<file path="src/rtl/core/abp_pkg.sv">
package abp_pkg;

    localparam int IDX_W = 6;
    localparam int CNT_W = 7;
    localparam int OUT_W = 16;

    typedef enum logic [1:0] {
        ST_IDLE,
        ST_SCAN,
        ST_FLUSH
    } abp_state_t;

    // Control handed from the sequencer to every cell of the ring.
    typedef struct packed {
        logic shift;
        logic insert;
    } ring_ctl_t;

endpackage

</file>
<file path="src/rtl/core/aabb_broad_phase_pairs.sv">
// Channel  Dir  tdata (lowest bit up)                 tlast        tuser
// s_*      in   min_x, min_y, max_x, max_y            -            start_of_frame
// m_*      out  earlier_index, new_index, zero pad    last_of_run  overflow_seen
//
// Every accepted box is taken in the idle state; then the stored boxes, held in a
// ring of cells, turn once past the head cell, which is tested against the new box
// at each step, and the flush state releases the last pair of the run. The scan and
// the flush can be held while the result beat is stalled. A box that finds the store
// full is taken without a scan.
// Reset clears the box count, the overflow flag, the pending-pair flag and the handshake state only.
module aabb_broad_phase_pairs #(
    parameter int MAX_BODIES = 64,
    parameter int COORD_BITS = 20,
    localparam int IN_W      = ((4 * COORD_BITS + 7) / 8) * 8
) (
    input  logic                        clk,
    input  logic                        rst_n,
    input  logic                        s_tvalid,
    output logic                        s_tready,
    input  logic [IN_W-1:0]             s_tdata,   // min_x, min_y, max_x, max_y, zero pad
    input  logic                        s_tuser,   // start_of_frame
    output logic                        m_tvalid,
    input  logic                        m_tready,
    output logic [abp_pkg::OUT_W-1:0]   m_tdata,   // earlier_index, new_index, zero pad
    output logic                        m_tlast,
    output logic                        m_tuser    // overflow_seen
);
    import abp_pkg::*;

    localparam int BOX_W = 4 * COORD_BITS;

    ring_ctl_t        ctl;
    logic [BOX_W-1:0] ins_box;
    logic [BOX_W-1:0] ring [MAX_BODIES];

    abp_ctrl #(
        .MAX_BODIES (MAX_BODIES),
        .COORD_BITS (COORD_BITS),
        .IN_W       (IN_W)
    ) u_ctrl (
        .clk      (clk),
        .rst_n    (rst_n),
        .s_tvalid (s_tvalid),
        .s_tready (s_tready),
        .s_tdata  (s_tdata),
        .s_tuser  (s_tuser),
        .m_tvalid (m_tvalid),
        .m_tready (m_tready),
        .m_tdata  (m_tdata),
        .m_tlast  (m_tlast),
        .m_tuser  (m_tuser),
        .head_box (ring[0]),
        .ins_box  (ins_box),
        .ctl      (ctl)
    );

    // Each cell takes the box of the cell after it; the tail takes the head.
    for (genvar i = 0; i < MAX_BODIES; i++)
    begin : g_cell
        abp_cell #(
            .COORD_BITS (COORD_BITS),
            .IS_TAIL    (i == MAX_BODIES - 1)
        ) u_cell (
            .clk     (clk),
            .ctl     (ctl),
            .nxt_box (ring[(i + 1) % MAX_BODIES]),
            .ins_box (ins_box),
            .box     (ring[i])
        );
    end

endmodule

</file>
<file path="src/rtl/core/abp_cell.sv">
module abp_cell #(
    parameter int COORD_BITS = 20,
    parameter bit IS_TAIL    = 1'b0
) (
    input  logic                      clk,
    input  abp_pkg::ring_ctl_t        ctl,
    input  logic [4*COORD_BITS-1:0]   nxt_box,
    input  logic [4*COORD_BITS-1:0]   ins_box,
    output logic [4*COORD_BITS-1:0]   box
);
    import abp_pkg::*;

    logic [4*COORD_BITS-1:0] box_reg;
    logic [4*COORD_BITS-1:0] box_next;

    // The tail closes the ring and is where a new box joins it.
    always_comb
    begin
        box_next = box_reg;
        if (ctl.shift)
        begin
            if (IS_TAIL && ctl.insert)
            begin
                box_next = ins_box;
            end
            else
            begin
                box_next = nxt_box;
            end
        end
    end

    always_ff @(posedge clk)
    begin
        box_reg <= box_next;
    end

    assign box = box_reg;

endmodule

</file>
<file path="src/rtl/core/abp_ctrl.sv">
module abp_ctrl #(
    parameter int MAX_BODIES = 64,
    parameter int COORD_BITS = 20,
    parameter int IN_W       = 80
) (
    input  logic                        clk,
    input  logic                        rst_n,
    input  logic                        s_tvalid,
    output logic                        s_tready,
    input  logic [IN_W-1:0]             s_tdata,
    input  logic                        s_tuser,
    output logic                        m_tvalid,
    input  logic                        m_tready,
    output logic [abp_pkg::OUT_W-1:0]   m_tdata,
    output logic                        m_tlast,
    output logic                        m_tuser,
    input  logic [4*COORD_BITS-1:0]     head_box,
    output logic [4*COORD_BITS-1:0]     ins_box,
    output abp_pkg::ring_ctl_t          ctl
);
    import abp_pkg::*;

    localparam int CB = COORD_BITS;

    abp_state_t              state_reg, state_next;
    logic [CNT_W-1:0]        count_reg;
    logic                    ovf_reg;
    logic [IDX_W-1:0]        slot_reg;
    logic [IDX_W-1:0]        pos_reg;
    logic [4*CB-1:0]         query_reg;
    logic                    pend_valid_reg;
    logic [IDX_W-1:0]        pend_idx_reg;
    logic                    out_valid_reg;
    logic [IDX_W-1:0]        out_earlier_reg;
    logic [IDX_W-1:0]        out_new_reg;
    logic                    out_last_reg;
    logic                    out_ovf_reg;

    logic                    accept;
    logic [CNT_W-1:0]        eff_count;
    logic                    eff_ovf;
    logic                    full;
    logic                    touch;
    logic                    hit;
    logic                    out_free;
    logic                    step;
    logic                    scan_end;
    logic                    out_load;
    logic                    out_last;

    assign accept    = s_tvalid && s_tready;
    assign eff_count = s_tuser ? '0 : count_reg;
    assign eff_ovf   = s_tuser ? 1'b0 : ovf_reg;
    assign full      = eff_count >= CNT_W'(MAX_BODIES);
    assign out_free  = !out_valid_reg || m_tready;
    assign scan_end  = pos_reg == IDX_W'(MAX_BODIES - 1);

    // Inclusive overlap of the query box and the stored box at the ring head.
    assign touch =
        ($signed(query_reg[CB-1:0])      <= $signed(head_box[3*CB-1:2*CB])) &&
        ($signed(head_box[CB-1:0])       <= $signed(query_reg[3*CB-1:2*CB])) &&
        ($signed(query_reg[2*CB-1:CB])   <= $signed(head_box[4*CB-1:3*CB])) &&
        ($signed(head_box[2*CB-1:CB])    <= $signed(query_reg[4*CB-1:3*CB]));

    assign hit = (state_reg == ST_SCAN) && (pos_reg < slot_reg) && touch;

    // A pair is held back until the next hit or the end of the scan shows
    // whether it closes the run.
    always_comb
    begin
        state_next = state_reg;
        case (state_reg)
            ST_IDLE:
            begin
                if (accept && !full)
                begin
                    state_next = ST_SCAN;
                end
            end
            ST_SCAN:
            begin
                if (step && scan_end)
                begin
                    state_next = ST_FLUSH;
                end
            end
            ST_FLUSH:
            begin
                if (!pend_valid_reg || out_free)
                begin
                    state_next = ST_IDLE;
                end
            end
            default:
            begin
                state_next = ST_IDLE;
            end
        endcase
    end

    always_comb
    begin
        s_tready   = 1'b0;
        step       = 1'b0;
        out_load   = 1'b0;
        out_last   = 1'b0;
        ctl.shift  = 1'b0;
        ctl.insert = 1'b0;
        case (state_reg)
            ST_IDLE:
            begin
                s_tready = 1'b1;
            end
            ST_SCAN:
            begin
                step       = !(hit && pend_valid_reg && !out_free);
                out_load   = hit && pend_valid_reg && out_free;
                ctl.shift  = step;
                ctl.insert = pos_reg == slot_reg;
            end
            ST_FLUSH:
            begin
                out_load = pend_valid_reg && out_free;
                out_last = 1'b1;
            end
            default:
            begin
                s_tready = 1'b0;
            end
        endcase
    end

    always_ff @(posedge clk or negedge rst_n)
    begin
        if (!rst_n)
        begin
            state_reg      <= ST_IDLE;
            count_reg      <= '0;
            ovf_reg        <= 1'b0;
            pend_valid_reg <= 1'b0;
            out_valid_reg  <= 1'b0;
        end
        else
        begin
            state_reg <= state_next;
            if (accept)
            begin
                if (full)
                begin
                    count_reg <= eff_count;
                    ovf_reg   <= 1'b1;
                end
                else
                begin
                    count_reg <= eff_count + CNT_W'(1);
                    ovf_reg   <= eff_ovf;
                end
            end
            if (hit && step)
            begin
                pend_valid_reg <= 1'b1;
            end
            else if (state_reg == ST_FLUSH && out_load)
            begin
                pend_valid_reg <= 1'b0;
            end
            if (out_load)
            begin
                out_valid_reg <= 1'b1;
            end
            else if (m_tready)
            begin
                out_valid_reg <= 1'b0;
            end
        end
    end

    always_ff @(posedge clk)
    begin
        if (accept)
        begin
            slot_reg  <= eff_count[IDX_W-1:0];
            pos_reg   <= '0;
            query_reg <= s_tdata[4*CB-1:0];
        end
        else if (step)
        begin
            pos_reg <= pos_reg + IDX_W'(1);
        end
        if (hit && step)
        begin
            pend_idx_reg <= pos_reg;
        end
        if (out_load)
        begin
            out_earlier_reg <= pend_idx_reg;
            out_new_reg     <= slot_reg;
            out_last_reg    <= out_last;
            out_ovf_reg     <= ovf_reg;
        end
    end

    assign ins_box  = query_reg;
    assign m_tvalid = out_valid_reg;
    assign m_tdata  = {(OUT_W - 2 * IDX_W)'(0), out_new_reg, out_earlier_reg};
    assign m_tlast  = out_last_reg;
    assign m_tuser  = out_ovf_reg;

endmodule

</file>
<file path="config.mk">
export PLATFORM = sky130hd
export DESIGN_NAME = aabb_broad_phase_pairs
export DESIGN_NICKNAME = d
export VERILOG_FILES = /design/src/rtl/core/abp_pkg.sv /design/src/rtl/core/aabb_broad_phase_pairs.sv /design/src/rtl/core/abp_cell.sv /design/src/rtl/core/abp_ctrl.sv
export SDC_FILE = /design/constraint.sdc
export NUM_CORES = 2
export LEC_CHECK = 0
export BUFFER_PORTS_ARGS = -buffer_cell sky130_fd_sc_hd__buf_4
export CORE_ASPECT_RATIO = 0.6
export CORE_UTILIZATION = 56
export DETAILED_ROUTE_END_ITERATION = 10
export HOLD_SLACK_MARGIN = 0.06
export PLACE_DENSITY = 0.81
export SYNTH_ARGS = -nofsm -noshare
export SYNTH_HDL_FRONTEND = slang
export SYNTH_SLANG_ARGS = --single-unit
</file>
<file path="constraint.sdc">
create_clock -name clk -period 244.8 [get_ports clk]
set_clock_uncertainty 0.1 [all_clocks]
set_input_delay 36.72 -clock clk [delete_from_list [all_inputs] [get_ports clk]]
set_output_delay 36.72 -clock clk [all_outputs]
set_load 0.005 [all_outputs]
</file>
==> results.py <==
metrics = {
    "timing": {
        "slew_viol_final": 0,
        "hold_violations": 0,
        "slew-limit-headroom_pct": 10.4,
        "layout_min_cycle_time_ns": 44.61,
        "layout_setup_ws_ns": 200.19,
        "finalSetupViolCount": 0,
        "fin_crit_sh_pct": 18.2,
        "tightest_slew_ns": 1.34,
        "rsz0062_at_grt": "false",
        "fin_tns_setup_ns": 0,
        "holdWs_ns": 0.269,
        "clock.fmax_ghz": 0.0224,
    },
    "clocking": {
        "cts_sinks": 5244,
        "cts_tree": "done",
        "clkSlewWorstSetupHoldPaths_ns": 0.07,
        "ctsHoldBuffers": 0,
        "numCtsBuffers": 419,
        "clock-root-buffer": "clkbuf_16",
        "clk_latency_ns": 0.96,
        "h-tree-depth": 5,
        "cts_setup_buffers": 0,
        "cts.repair.resized": 0,
        "max-clock-path-buffers": 4,
    },
    "synth": {
        "synth_cell_type_count": 53,
        "yosysMostFrequentCell": "edfxtp_1",
        "async_flop_share_pct": 0.229,
        "ys_top_cells_by_count": "5226 x edfxtp_1, 97 x inv_1, 93 x ha_1",
        "syn_area_per_cell_um2": 27.8,
        "synth_top_area_share_pct": 97.4,
        "synth_edf_count": 5226,
        "syn_area_mm2": 0.161,
        "synthFlopType": "edfxtp_1",
        "syn_inst": 5788,
        "ys_seq_area_share_pct": 97.7,
        "yosys.area.top_type": "edfxtp_1",
        "ys_ff_latch": 5244,
        "ys_top_cells_by_area": "edfxtp_1 97%, ha_1 0.72%, mux2_2 0.29%, inv_1 0.23%, dfrtp_1 0.19%",
        "synth_warnings": 0,
    },
    "min_path": {
        "hold_depth": 0,
        "hold_class": "reg -> reg",
        "min_from": "g_cell[52].u_cell.box[5]$_DFFE_PP_",
        "min_to": "g_cell[51].u_cell.box[5]$_DFFE_PP_",
    },
    "worst_setup_path": {
        "endpoint_kind": "register",
        "crit_arrival_ns": 45.08,
        "cp-start-kind": "primary input",
        "path_class": "in -> reg",
        "reg2reg_from": "g_cell[0].u_cell.box[47]$_DFFE_PP_",
        "worst_r2r_endpoint": "g_cell[30].u_cell.box[30]$_DFFE_PP_",
        "required_ns": 245.27,
        "worstPathMaxFanout": 221,
        "rr_worst_depth": 16,
        "reg2reg_slack_ns": 233.51,
    },
    "grt": {
        "grt_pass1_vias": 57524,
        "overflow": 0,
        "grt_first_pass_wirelength_mm": 388,
        "grt.total_usage_pct": 18.2,
        "grt_max_degree": 232,
        "antenna_found_initial": 10,
    },
    "route": {
        "via_count": 56634,
        "vias_per_cell": 5.38,
        "routed_wl_mm": 265,
        "drt_first_pass_iters": 6,
        "ant_nets": 0,
        "drtIter0Drc": 7052,
        "drc_errors": 0,
        "wl_per_cell_um": 25.2,
    },
    "run_status": {
        "status": "completed",
    },
    "die": {
        "num_rows": 152,
        "ioPinCount": 105,
        "die_area_mm2": 0.290,
        "die_w_um": 694,
        "start_util_pct": 56.3,
        "core_region_area_mm2": 0.286,
        "die_h_um": 417,
    },
    "layout": {
        "drive_gt1_share_pct": 11.7,
        "area_growth_pct": 11.9,
        "final_area_mm2": 0.180,
        "fin_nets": 6520,
        "largest_register_ff_count": 5120,
        "fin_cells": 10533,
    },
    "placement": {
        "io_buffers": 100,
        "preCtsSetupSlack_ns": 199.41,
        "dp_hpwl_mm": 110,
        "placed_area_mm2": 0.167,
        "routabilityCongestion": 0.798,
        "dp.cells": 9771,
    },
    "power_and_ir_drop": {
        "p_leak_nw": 53.2,
        "ir_drop_mv": 0.0141,
        "power_density_mw_per_mm2": 12.6,
    },
    "run": {
        "max-cap-violations": 0,
    },
}
through the flow:
stage,utilization [%],power [W]
6_report,63.0,0.00227
2_1_floorplan,-,0.00323
4_1_cts,63.0,0.00230
3_3_place_gp,58.4,0.00157
5_1_grt,63.0,0.00235
3_5_place_dp,58.4,0.00159
cell type report:
cell class	instances	area (um^2)
multi-input combinational	429	3290
sequential	5244	157000
clock buffer	508	10900
fill	17294	106000
antenna	3	7.51
inverter	98	373
timing repair buffer	150	1260
clock inverter	251	2280
tap	3850	4820
report_power, final:
| part | switching [W] | total [W] | internal (W) |
|---|---|---|---|
| combinational | 0.000160 | 0.000173 | 0.0000126 |
| clock | 0.000318 | 0.000675 | 0.000357 |
| sequential | 0.0000799 | 0.00142 | 0.00134 |
how the worst max path moves through the flow:
| stage | from | endpoint | slack (ns) | depth (start not counted) |
|---|---|---|---|---|
| after detailed placement | m_tready | g_cell[42].u_cell.box[30]$_DFFE_PP_ | 199.41 | 13 |
| after CTS | m_tready | g_cell[42].u_cell.box[70]$_DFFE_PP_ | 200.31 | 13 |
| after floorplan | m_tready | u_ctrl.pos_reg[1]$_SDFFE_PP0P_ | 70.68 | 7 |
| final | m_tready | g_cell[30].u_cell.box[30]$_DFFE_PP_ | 200.19 | 13 |
| after global placement | m_tready | g_cell[43].u_cell.box[30]$_DFFE_PP_ | 199.89 | 13 |
| after global routing | m_tready | g_cell[34].u_cell.box[70]$_DFFE_PP_ | 199.78 | 13 |
metal layers:
metal | up-vias | global-route usage, % | part of all wire [%]
li1 | 24483 | - | -
met1 | 29431 | 24.9 | 41
met2 | 2157 | 30.1 | 50
met3 | 559 | 3.23 | 5.4
met4 | 4 | 6.69 | 3.9
met5 | - | 0 | 0.0094
worst max-delay path, stage by stage:
cell and delay [ns]:
buf_4 0.08, nor2b_1 0.13, nand2_1 0.25, a211oi_1 0.08, and4_1 0.38, nor2_4 0.69
buf_12 0.73, buf_4 0.93, buf_4 0.92, buf_12 0.78, buf_4 1.00, buf_4 0.98
buf_4 0.82
cell usage in the layout (no fill, tap or decap), types with 5 or more instances in the layout:
cell type | Yosys | final
nor2b_1 | 13 | 13
nand4_1 | 14 | 14
dfxtp_1 | 6 | 6
inv_6 | 0 | 18
ha_1 | 93 | 93
edfxtp_1 | 5226 | 5226
buf_12 | 0 | 11
o211ai_1 | 6 | 6
inv_1 | 97 | 97
nor2_1 | 10 | 8
mux2_2 | 42 | 42
a21oi_1 | 36 | 36
clkbuf_16 | 0 | 423
o21ai_0 | 58 | 58
nor3_1 | 6 | 5
clkinv_4 | 0 | 8
clkbuf_1 | 12 | 85
mux2i_1 | 6 | 6
a21o_1 | 5 | 5
and4_1 | 6 | 6
buf_4 | 4 | 139
bufinv_16 | 0 | 36
dfrtp_1 | 12 | 12
clkinv_1 | 1 | 92
clkinvlp_4 | 0 | 12
nand3_1 | 10 | 10
nand2_1 | 73 | 73
clkinv_2 | 0 | 77
kinds of logic after synthesis:
family,synth area share [%]
and+or+nand+nor,0.440
AOI/OAI and AO/OA,0.520
adders and majority gates,0.722
muxes,0.331
buffers and inverters,0.289
other,0.00233
DFF,97.7
xor gates and xnor gates,0.00544
No activity file was read; power rests on OpenSTA's default activity.
